===== src/hw/rtl/assert_macros.svh =====
// assertion macros used by the core top level
`ifndef ASSERT_MACROS_SVH
`define ASSERT_MACROS_SVH

// checked on every rising edge while out of reset
`define APDST_ASSERT(lbl, prop, msg) \
	lbl: assert property (@(posedge clk) disable iff (!arst_n) prop) else $error(msg);

// checked on every rising edge, reset included
`define APDST_ASSERT_ALWAYS(lbl, prop, msg) \
	lbl: assert property (@(posedge clk) prop) else $error(msg);

`endif


===== src/hw/rtl/apdst_pkg.sv =====
// types and constants of the axle passage distance statistics block
`default_nettype none

package apdst_pkg;

	localparam int MAX_AXLES = 256;
	localparam int ADDR_W    = $clog2(MAX_AXLES);
	localparam int CNT_W     = $clog2(MAX_AXLES + 1);

	localparam int ID_W    = 8;
	localparam int SPEED_W = 16;
	localparam int GAP_W   = 32;
	localparam int STEP_W  = 49;
	localparam int TOTAL_W = 56;
	localparam int POS_W   = 9;
	localparam int STAT_W  = 16;
	localparam int FAULT_W = 3;

	localparam int SSUM_W = SPEED_W + ADDR_W;
	localparam int NV_W   = CNT_W + SPEED_W;
	localparam int ACC_W  = NV_W + CNT_W;
	localparam int DIVS_W = 2 * CNT_W;

	localparam int IN_W  = 56;
	localparam int OUT_W = 152;

	localparam logic KIND_AXLE    = 1'b0;
	localparam logic KIND_SUMMARY = 1'b1;

	typedef enum logic [FAULT_W-1:0] {
		FAULT_NONE,
		FAULT_ID,
		FAULT_FIRST_GAP,
		FAULT_FEW_AXLES,
		FAULT_FULL
	} fault_t;

	typedef enum logic [3:0] {
		ST_IDLE,
		ST_MULT,
		ST_UPDATE,
		ST_MEAN_GO,
		ST_MEAN_WAIT,
		ST_SCAN_RD,
		ST_SCAN_MUL,
		ST_SCAN_ACC,
		ST_DEV_GO,
		ST_DEV_WAIT,
		ST_SUMMARY
	} state_t;

	typedef struct packed {
		logic capture;
		logic do_mult;
		logic do_update;
		logic mean_start;
		logic mean_store;
		logic dev_start;
		logic scan_rd;
		logic scan_mul;
		logic scan_acc;
		logic do_summary;
	} cmd_t;

	typedef struct packed {
		logic out_free;
		logic div_done;
		logic scan_done;
		logic last_item;
	} sts_t;

endpackage

`default_nettype wire


===== src/hw/rtl/apdst_ctrl.sv =====
// sequencer for per-axle updates and the end-of-train summary pass
`default_nettype none

module apdst_ctrl (
	input  wire logic              clk,
	input  wire logic              arst_n,
	input  wire logic              in_valid,
	output logic                   in_ready,
	input  wire apdst_pkg::sts_t   sts,
	output apdst_pkg::cmd_t        cmd
);

	import apdst_pkg::*;

	state_t state_q;
	state_t state_d;

	always_ff @(posedge clk or negedge arst_n) begin
		if (!arst_n) begin
			state_q <= ST_IDLE;
		end else begin
			state_q <= state_d;
		end
	end

	always_comb begin
		state_d  = state_q;
		cmd      = '0;
		in_ready = 1'b0;
		case (state_q)
			ST_IDLE: begin
				in_ready = 1'b1;
				if (in_valid) begin
					cmd.capture = 1'b1;
					state_d     = ST_MULT;
				end
			end
			ST_MULT: begin
				cmd.do_mult = 1'b1;
				state_d     = ST_UPDATE;
			end
			ST_UPDATE: begin
				// hold until the output register can take the beat
				if (sts.out_free) begin
					cmd.do_update = 1'b1;
					state_d       = sts.last_item ? ST_MEAN_GO : ST_IDLE;
				end
			end
			ST_MEAN_GO: begin
				cmd.mean_start = 1'b1;
				state_d        = ST_MEAN_WAIT;
			end
			ST_MEAN_WAIT: begin
				if (sts.div_done) begin
					cmd.mean_store = 1'b1;
					state_d        = ST_SCAN_RD;
				end
			end
			ST_SCAN_RD: begin
				cmd.scan_rd = 1'b1;
				state_d     = ST_SCAN_MUL;
			end
			ST_SCAN_MUL: begin
				cmd.scan_mul = 1'b1;
				state_d      = ST_SCAN_ACC;
			end
			ST_SCAN_ACC: begin
				cmd.scan_acc = 1'b1;
				state_d      = sts.scan_done ? ST_DEV_GO : ST_SCAN_RD;
			end
			ST_DEV_GO: begin
				cmd.dev_start = 1'b1;
				state_d       = ST_DEV_WAIT;
			end
			ST_DEV_WAIT: begin
				if (sts.div_done) begin
					state_d = ST_SUMMARY;
				end
			end
			ST_SUMMARY: begin
				if (sts.out_free) begin
					cmd.do_summary = 1'b1;
					state_d        = ST_IDLE;
				end
			end
			default: begin
				state_d = ST_IDLE;
			end
		endcase
	end

endmodule

`default_nettype wire


===== config.mk =====
export PLATFORM = sky130hd
export DESIGN_NAME = apdst_ctrl
export DESIGN_NICKNAME = d
export VERILOG_FILES = /design/src/hw/rtl/assert_macros.svh /design/src/hw/rtl/apdst_pkg.sv /design/src/hw/rtl/apdst_ctrl.sv
export SDC_FILE = /design/constraint.sdc
export NUM_CORES = 1
export LEC_CHECK = 0
export BUFFER_PORTS_ARGS = -buffer_cell sky130_fd_sc_hd__buf_2
export CORE_AREA = 2 2 39 41
export CTS_CLUSTER_DIAMETER = 50
export DETAILED_ROUTE_END_ITERATION = 12
export DIE_AREA = 0 0 41 43
export GPL_TIMING_DRIVEN = 0
export PLACE_DENSITY = 0.55
export SYNTH_ARGS = -nofsm -noshare
export SYNTH_HDL_FRONTEND = slang
export SYNTH_SLANG_ARGS = --single-unit

===== constraint.sdc =====
create_clock -name clk -period 2.4 [get_ports clk]
set_input_delay 0.48 -clock clk [delete_from_list [all_inputs] [get_ports clk]]
set_output_delay 0.48 -clock clk [all_outputs]
set_load 0.05 [all_outputs]

# Word-level counts from Yosys, hierarchy flattened
# Cells that the tools add are included.
# W data, S select, Z words.
dict set report op_classes {
  eq_ne 15
  n_mux 22
  reduce_logical 2
}
# cell count
set ops {}
lappend ops {{$pmux W4 S11} 1}
lappend ops {{$mux W4} 6}
lappend ops {{$eq A4 B3 Y1 const B} 4}
lappend ops {{$mux W1} 14}
lappend ops {{$eq A4 B4 Y1 const B} 3}
lappend ops {{$ne A2 B2 Y1 const B} 5}
lappend ops {{$eq A4 B2 Y1 const B} 2}
lappend ops {{$reduce_and A5 Y1} 1}
lappend ops {{$eq A4 B1 Y1 const B} 1}
lappend ops {{$logic_not A4 Y1} 1}
lappend ops {{$mux W2} 1}
dict set report totals {
  in_bits 7
  output_inout_bits 11
  elab_cells 40
  register_bits 4
}

# Logic depth before layout (Yosys ltp)
# Gate-level depths: netlist of the first run.
dict set report depth {
  word_depth 3
  mapped_depth 5
  depth_no_buf 4
}

# Least setup slack after synthesis of the first run
# Ideal clock, no wire load.
dict set report synth_timing {
  path_kind {register to output}
  from {register state_q[3]}
  to {output port cmd[5] (netlist name)}
  arrival_time_ns 2.238
  path_buffers 0
  path_stages_with_launch 3
  path_slack_ns -0.318
  required_ns 1.920
  path_cell_list {dfrtp_1 > nand2b_1 > nor4b_1}
}
# item line_no
set synth_rtl {}
lappend synth_rtl {{start: declaration} apdst_ctrl.sv:15} ;# state_t state_q;
lappend synth_rtl {{start signal: assignment} apdst_ctrl.sv:22} ;# state_q <= state_d;
lappend synth_rtl {{end: declaration} apdst_ctrl.sv:10} ;# output apdst_pkg::cmd_t cmd

==> run_results.csv, run 1 <==
group,metric,value,unit
route,vias_per_cell,5.21,
floorplan,ios,18,
clock_network,h-tree-depth,1,
grt,grt_first_pass_wirelength,1.64,mm
setup_path,critPathMaxStageDelay,0.42,ns
setup_path,criticalPathCategory,"reg2out",
logic_synthesis,syn_inst,50,
pwr,p_int,0.000350,W
setup_path,cp_max_fo,10,
placement,hpwl,778,um
clock_network,clk_latency,0.23,ns
route,routed_wl,1.03,mm
floorplan,initial_core_util,0.271,
sta,fmax,511,MHz
route,drcViolationCount,0,
pwr,p_total,0.000819,W
clock_network,cts_tree,"done",
floorplan,rows,14,
floorplan,die_y,43,um
cells_and_area,drive_gt1_frac,0.400,
sta,min_period,1.96,ns
grt,overflow,0,
pwr,power_leakage,0.244,nW
pwr,ir_drop,0.716,mV
sta,rsz0062_at_grt,"no",
pwr,p_sw,0.000470,W
cells_and_area,mostFrequentLayoutCell,"buf_2",
cells_and_area,diodes,0,
placement,gp_congestion,0.695,
clock_network,ctsHoldBuffers,0,
logic_synthesis,ys_seq_area_frac,0.267,
setup_path,critPathSlowestCell,"dfrtp_1",
grt,antenna_found_initial,0,
route,detail-route-antenna-nets,0,
pwr,p_per_area,1580,nW/um2
floorplan,dieArea,1760,um2
setup_path,start_kind,"flop",
logic_synthesis,ys_warn_count,0,
sta,max_slew_margin,0.827,
floorplan,die_x,41,um
setup_path,cp.arrival,1.48,ns
route,vias,448,
route,drt-initial-drc-count,6,
route,wl_per_cell,11.9,um
sta,timing.hold.ws,0.0423,ns
clock_network,clk_transition_reported_paths,0.04,ns
run,cap_violations,0,
clock_network,clockBufferDepth,2,
sta,setup_violations,0,
cells_and_area,syn2layout_area_growth,38.0,%
logic_synthesis,ys_seq_elements,4,
route,drtPass1Iterations,4,
clock_network,cts_root_buf,"clkbuf_4",
sta,drv_slew,0,
grt,first_global_vias,380,
sta,period_share,0.816,
cells_and_area,largest_reg_flops,4,
cells_and_area,mostFrequentLayoutCells,"19 x buf_2, 8 x nor2_1, 7 x nor3_1",
sta,worst_pin_slew,0.259,ns
floorplan,fp.coreArea,1380,um2
pwr,power_frac_seq,0.177,
setup_path,cp_top_family,"buffers and inverters",
grt,grt_use_total,0.136,
clock_network,cts-resized-gates,0,
sta,clock_skew,0.00292,ns
clock_network,cts.sinks,4,
pwr,power.share.combinational,0.725,
grt,grt_max_degree,11,
hold_path,hp-class,"in2async",
setup_path,cp.required,1.92,ns
setup_path,critPathBufInv,2,
outcome,status,"completed",
pwr,switching_share,0.573,
pwr,pwr-share-clk,0.098,
cells_and_area,utilization,0.374,
clock_network,cts_setup_buffers,0,
logic_synthesis,syn_area_per_cell,7.51,um2
logic_synthesis,syn_area,375,um2
cells_and_area,final_nets,79,
placement,port_buffers,17,
setup_path,crit_chain,"buf_6, nor4_4, and2_1, buf_2",
cells_and_area,reg_top3,"state_q x4",
cells_and_area,largest_register,"state_q",
sta,fin_tns_setup,0,ns
logic_synthesis,synth_cell_types,21,
clock_network,numCtsBuffers,3,
cells_and_area,nFillCells,163,
sta,timing_hold_violations_final,0,
logic_synthesis,syn_nets,57,
setup_path,end_kind,"primary output",
## logic make-up (layout without fill, tap and decap cells)
kind of cell,Yosys count,count (layout),synth area share
compound gates,11,11,0.217
buf+inv,4,24,0.0867
flops,4,4,0.267
simple gates,31,31,0.430
## power groups by stage
stage,combinational [W],clock [W],sequential [W]
after CTS,0.000597,0.0000858,0.000144
after global placement,0.000593,0,0.000144
after floorplan,0.000492,0,0.000132
after detailed placement,0.000596,0,0.000145
after global routing,0.000645,0.0000904,0.000150
final,0.000594,0.0000807,0.000145
## synth_stat cells, drive strengths merged
master | count | area (um2)
o22a | 1 | 8.76
nor3 | 7 | 35.0
o21ai | 3 | 15.0
a21oi | 2 | 10.0
dfrtp | 4 | 100
o21a | 1 | 7.51
nand3 | 1 | 5.00
o32a | 1 | 10.0
o32ai | 2 | 17.5
and2 | 1 | 6.26
nor2 | 9 | 36.3
nor4b | 1 | 8.76
nand2b | 4 | 25.0
nor4 | 1 | 12.5
o211ai | 1 | 12.5
nand3b | 1 | 7.51
buf | 4 | 32.5
nor2b | 1 | 6.26
nand2 | 5 | 18.8
## routing by layer
| metal | GRT usage | up-vias | share of wire |
|---|---|---|---|
| met5 | 0 | - | 0 |
| met4 | 0.0400 | 0 | 0 |
| met3 | 0.0628 | 0 | 0.076 |
| met2 | 0.200 | 16 | 0.45 |
| met1 | 0.172 | 208 | 0.48 |
| li1 | - | 224 | - |
## stage by stage
stage	worst slack, ns	instances	cell area (um2)
detailed placement	0.688	83	495
CTS	0.433	86	518
global placement	0.694	83	495
global route	0.361	86	518
floorplan	0.163	50	390
finish	0.441	86	518
## path summary, 6_finish.rpt
check,from,to,slack [ns],cells past startpoint
min reg2reg,state_q[3],state_q[3],0.69,2
min,arst_n,state_q[1],0.04,1
max,state_q[0],cmd[9],0.44,4
max in group asynchronous,arst_n,state_q[3],2.24,1
max reg2reg,state_q[0],state_q[1],1.21,5
min in group clk,sts[1],state_q[3],0.50,3
## final cells by class
cell class | count | area, um2 | area share
well taps | 16 | 20.0 | 0.0386
plain buffers | 4 | 32.5 | 0.0628
multi-input cells | 42 | 258 | 0.498
repair buffers | 17 | 85.1 | 0.164
flip-flops and latches | 4 | 100 | 0.193
clock buffers | 3 | 22.5 | 0.0435
Note: power is estimated with default switching activity, not from simulation.
==> run 2, diff against run 1 <==
--- a/config.mk
+++ b/config.mk
@@ -11,7 +11,7 @@
 export DETAILED_ROUTE_END_ITERATION = 12
 export DIE_AREA = 0 0 41 43
 export GPL_TIMING_DRIVEN = 0
-export PLACE_DENSITY = 0.55
+export PLACE_DENSITY = 0.57
 export SYNTH_ARGS = -nofsm -noshare
 export SYNTH_HDL_FRONTEND = slang
 export SYNTH_SLANG_ARGS = --single-unit
==> constraint.sdc (replaced) <==
create_clock -name clk -period 1.7 [get_ports clk]
set_input_delay 0.34 -clock clk [delete_from_list [all_inputs] [get_ports clk]]
set_output_delay 0.34 -clock clk [all_outputs]
set_load 0.05 [all_outputs]
==> run 2 against run 1 <==
  * Wire length increased by 2.3%
  * Utilization increased by 8.2 points
  * The flow now finishes with violations (negative setup slack)
  * Sequential cell count unchanged
  * Clock-buffer cell count unchanged
  * Worst setup slack got worse by 0.48 ns
  * Highest routed layer unchanged
  * Die area unchanged
  * First-iteration DRC count decreased by 33%
  * Final area increased by 22%
  * Clock power increased by 40%
==> run_results.csv, run 2 (synthesis results as in run 1) <==
group,metric,value,unit
grt,grt_max_degree,11,
grt,globalRouteMet3Util,0.0628,
outcome,violations,"negative setup slack",
route,drcViolationCount,0,
sta,period_share,1.02,
route,vias_per_cell,5.17,
setup_path,cp_max_fo,10,
sta,drv_slew,0,
cells_and_area,nFillCells,153,
sta,clock_skew,0.00166,ns
floorplan,initial_core_util,0.271,
sta,timing_hold_violations_final,0,
clock_network,h-tree-depth,1,
floorplan,rows,14,
clock_network,cts_root_buf,"clkbuf_4",
outcome,status,"finished with violations",
setup_path,startpoint,"state_q[2]",
sta,setup_ws,-0.0356,ns
grt,met1_usage,0.182,
hold_path,min-delay-start,"sts[1]",
grt,first_global_vias,415,
cells_and_area,design_area,632,um2
grt,use_met2,0.222,
grt,overflow,0,
clock_network,clk_transition_reported_paths,0.03,ns
pwr,power_leakage,0.272,nW
setup_path,cp.required,1.36,ns
placement,hpwl,789,um
route,routed_wl,1.05,mm
placement,gp_congestion,0.726,
route,drt-initial-drc-count,4,
cells_and_area,largest_register,"state_q",
route,vias,460,
hold_path,hp-class,"in2reg",
grt,grt_use_total,0.149,
sta,max_slew_margin,0.832,
grt,busiest_layer,"met2",
grt,grt_first_pass_wirelength,1.74,mm
clock_network,cts_tree,"done",
sta,rsz0062_at_grt,"yes",
pwr,p_per_area,2060,nW/um2
placement,port_buffers,17,
floorplan,ios,18,
route,wl_per_cell,11.8,um
sta,worst_pin_slew,0.251,ns
cells_and_area,syn2layout_area_growth,68.3,%
setup_path,end_kind,"primary output",
setup_path,critPathSlowestCell,"dfrtp_1",
cells_and_area,reg_top3,"state_q x4",
floorplan,dieArea,1760,um2
route,drtPass1Iterations,4,
route,detail-route-antenna-nets,0,
clock_network,clockBufferDepth,2,
pwr,p_total,0.00130,W
clock_network,cts.sinks,4,
sta,fin_tns_setup,-0.0785,ns
floorplan,die_x,41,um
grt,antenna_found_initial,0,
setup_path,start_kind,"flop",
sta,fmax,576,MHz
cells_and_area,final_nets,82,
setup_path,crit_chain,"buf_6, nor4_4, and2_4, buf_8",
floorplan,fp.coreArea,1380,um2
cells_and_area,drive_gt1_frac,0.521,
run,cap_violations,0,
placement,dp_slack,0.0650,ns
cells_and_area,mostFrequentLayoutCells,"8 x buf_6, 7 x nor2_1, 7 x buf_2",
floorplan,die_y,43,um
setup_path,cp.arrival,1.40,ns
cells_and_area,diodes,0,
placement,placed_area,524,um2
cells_and_area,mostFrequentLayoutCell,"buf_6",
clock_network,numCtsBuffers,3,
setup_path,critPathMaxStageDelay,0.40,ns
cells_and_area,largest_reg_flops,4,
pwr,ir_drop,0.830,mV
setup_path,timing.rr.start,"state_q[0]",
setup_path,criticalPathCategory,"reg2out",
clock_network,clk_latency,0.23,ns
sta,min_period,1.74,ns
sta,setup_violations,3,
setup_path,rrSetupSlack,0.53,ns
run 2: cell types whose count changed in the layout (fill, tap and decap cells not counted), sizes merged:
cell,previous run,this run
clkbuf,3,6
buf,21,20
dlygate4sd3,0,1
run 2: final cells by class:
class	instances	area, um2	area share
Sequential cell	4	101	0.160
Buffer	4	41.3	0.0653
Tap cell	16	20.0	0.0317
Timing Repair Buffer	20	161	0.255
Clock buffer	3	22.5	0.0356
Multi-Input combinational cell	42	285	0.451
run 2: path summary, 6_finish.rpt:
kind | to | cells past startpoint
worst max-delay path | cmd[9] | 4
worst min-delay path | state_q[3] | 3
worst max register to register | state_q[0] | 5
worst min register to register | state_q[3] | 2
max in group asynchronous | state_q[1] | 2
min in group asynchronous | state_q[0] | 2
run 2: repair_timing:
action / in CTS / in global routing
pin swaps: 1 / 0
endpoints found under the setup margin: 7 / 10
buffers inserted: 2 / 0
resized for setup: 9 / 13
hold endpoints to repair: 4 / 0
hold buffers: 1 / 0
run 2: routing by layer:
metal  vias to the layer above  part of all wire
met1                       217              0.42
met2                        16              0.53
li1                        227                 -
met5                         -                 0
met3                         0             0.052
met4                         0                 0
run 2: power breakdown:
part	switching, W	internal (W)	total (W)
combinational	0.000600	0.000387	0.000986
clock	0.0000341	0.0000786	0.000113
sequential	0.0000616	0.000142	0.000203
total	0.000695	0.000607	0.00130
run 2: per-stage QoR:
stage / hold WS, ns / std cells / utilization
6_report: 0.368 / 89 / 0.457
2_1_floorplan: 0.0444 / 50 / -
5_1_grt: 0.380 / 89 / 0.457
3_3_place_gp: 0.146 / 83 / 0.379
4_1_cts: 0.362 / 89 / 0.431
3_5_place_dp: 0.150 / 83 / 0.379
run 2: worst max-delay path: cells and delay by family (launching register included):
kind / cells / cell delay, ns
buffers and inverters: 2 / 0.29
flip-flops: 1 / 0.40
AND/OR/NAND/NOR: 2 / 0.46
==> run 3, diff against run 2 <==
--- a/config.mk
+++ b/config.mk
@@ -11,7 +11,7 @@
 export DETAILED_ROUTE_END_ITERATION = 12
 export DIE_AREA = 0 0 41 43
 export GPL_TIMING_DRIVEN = 0
-export PLACE_DENSITY = 0.57
+export PLACE_DENSITY = 0.55
 export SYNTH_ARGS = -nofsm -noshare
 export SYNTH_HDL_FRONTEND = slang
 export SYNTH_SLANG_ARGS = --single-unit
==> constraint.sdc (replaced) <==
create_clock -name clk -period 1.65 [get_ports clk]
set_input_delay 0.33 -clock clk [delete_from_list [all_inputs] [get_ports clk]]
set_output_delay 0.33 -clock clk [all_outputs]
set_load 0.05 [all_outputs]
==> run 3 against run 2 <==
  * The flow still finishes with violations (negative setup slack)
  * Final cell count is 15% higher
  * Critical path depth stayed put
  * Combinational power is 39% higher
  * First-iteration DRC count stayed put
  * Clock skew hardly changed
  * Power is 32% higher
  * Via count is 11% higher
  * Critical path type unchanged
  * Largest power group unchanged
==> run_results.csv, run 3 (synthesis results as in run 1) <==
group,metric,value,unit
route,detail-route-antenna-nets,0,
grt,overflow,0,
sta,max_slew_margin,0.836,
route,drcViolationCount,0,
cells_and_area,largest_register,"state_q",
clock_network,clk_transition_reported_paths,0.04,ns
placement,gp_congestion,0.727,
clock_network,clockBufferDepth,2,
floorplan,rows,14,
setup_path,critPathMaxStageDelay,0.38,ns
cells_and_area,design_area,792,um2
cells_and_area,mostFrequentLayoutCell,"buf_4",
cells_and_area,reg_top3,"state_q x4",
sta,timing_hold_violations_final,0,
setup_path,cp.required,1.32,ns
outcome,status,"finished with violations",
placement,placed_area,533,um2
sta,setup_ws,-0.0141,ns
grt,antenna_found_initial,0,
setup_path,crit_chain,"buf_6, nor4_4, and2_4, buf_8",
grt,grt_use_total,0.179,
cells_and_area,largest_reg_flops,4,
setup_path,critPathSlowestCell,"dfrtp_1",
grt,grt_max_degree,11,
sta,drv_slew,0,
setup_path,cp_max_fo,7,
cells_and_area,syn2layout_area_growth,111,%
sta,fmax,601,MHz
sta,min_period,1.66,ns
floorplan,fp.coreArea,1380,um2
route,drt-initial-drc-count,4,
pwr,ir_drop,0.857,mV
route,vias_per_cell,4.99,
route,vias,509,
setup_path,cp_top_family,"simple AND/OR/NAND/NOR gates",
outcome,violations,"negative setup slack",
cells_and_area,drive_gt1_frac,0.640,
floorplan,initial_core_util,0.271,
pwr,power_leakage,0.342,nW
run,cap_violations,0,
floorplan,die_y,43,um
clock_network,cts_root_buf,"clkbuf_4",
sta,period_share,1.01,
route,wl_per_cell,13.2,um
hold_path,hp-class,"in2reg",
clock_network,h-tree-depth,1,
setup_path,criticalPathCategory,"reg2out",
sta,clock_skew,0.00203,ns
floorplan,ios,18,
sta,rsz0062_at_grt,"yes",
setup_path,end_kind,"primary output",
route,routed_wl,1.35,mm
setup_path,cp.arrival,1.33,ns
setup_path,rrSetupSlack,0.29,ns
clock_network,numCtsBuffers,3,
cells_and_area,final_nets,95,
floorplan,dieArea,1760,um2
placement,port_buffers,17,
sta,setup_violations,2,
setup_path,critPathBufInv,2,
setup_path,start_kind,"flop",
sta,worst_pin_slew,0.245,ns
cells_and_area,utilization,0.572,
cells_and_area,diodes,0,
floorplan,die_x,41,um
route,drtPass1Iterations,4,
placement,hpwl,774,um
grt,first_global_vias,464,
pwr,p_per_area,2160,nW/um2
grt,grt_first_pass_wirelength,2.13,mm
clock_network,cts.sinks,4,
cells_and_area,mostFrequentLayoutCells,"14 x buf_4, 11 x buf_6, 7 x nor2_1, 7 x buf_2, 5 x nand2_1",
clock_network,cts_tree,"done",
clock_network,clk_latency,0.23,ns
## run 3: cell types whose count changed in the layout (fill, tap and decap cells not counted), sizes merged
cell,change
buf,+15
clkbuf,-2
## run 3: report_power, final
part,switching (W),internal (W)
registers,0.0000713,0.000150
clock network,0.0000367,0.0000812
logic,0.000732,0.000641
total,0.000840,0.000872
## run 3: through the flow
step / power, W / setup WS, ns / cells / hold WS (ns) / TNS, ns
global route: 0.00181 / -0.0970 / 102 / 0.347 / -0.344
global placement: 0.00114 / 0.0261 / 83 / 0.136 / 0
floorplan: 0.000969 / -0.305 / 50 / 0.0344 / -0.539
CTS: 0.00154 / -0.0310 / 97 / 0.343 / -0.0697
detailed placement: 0.00114 / 0.0286 / 83 / 0.138 / 0
finish: 0.00171 / -0.0141 / 102 / 0.350 / -0.0179
## run 3: cell type report
class / count / area [um2]
sequential: 4 / 104
timing repair buffer: 33 / 283
fill: 124 / 592
buffer: 4 / 48.8
tap: 16 / 20.0
clock buffer: 3 / 22.5
multi-input combinational: 42 / 314
## run 3: final timing paths
kind | from | end | cells after the start
worst max-delay path | state_q[0] | cmd[9] | 4
worst min-delay path | sts[2] | state_q[0] | 2
worst max register to register | state_q[3] | state_q[1] | 6
worst min register to register | state_q[1] | state_q[1] | 2
max in group asynchronous | arst_n | state_q[2] | 2
min in group asynchronous | arst_n | state_q[0] | 2
## run 3: routing by layer
layer	share of wire	track usage	vias to the layer above	routed length [um]
met1	0.41	0.227	241	547
met3	0.025	0.0314	0	34
li1	-	-	256	-
met4	0	0.0600	0	0
met5	0	0	-	0
met2	0.57	0.291	12	765
## run 3: what timing repair did
action                                  4_1_cts  5_1_grt
hold buffers                                  1        0
resized for setup                            20       13
endpoints found under the hold margin         4        0
pin swaps                                     3        1
buffers inserted                             10        5
endpoints found under the setup margin       10       10
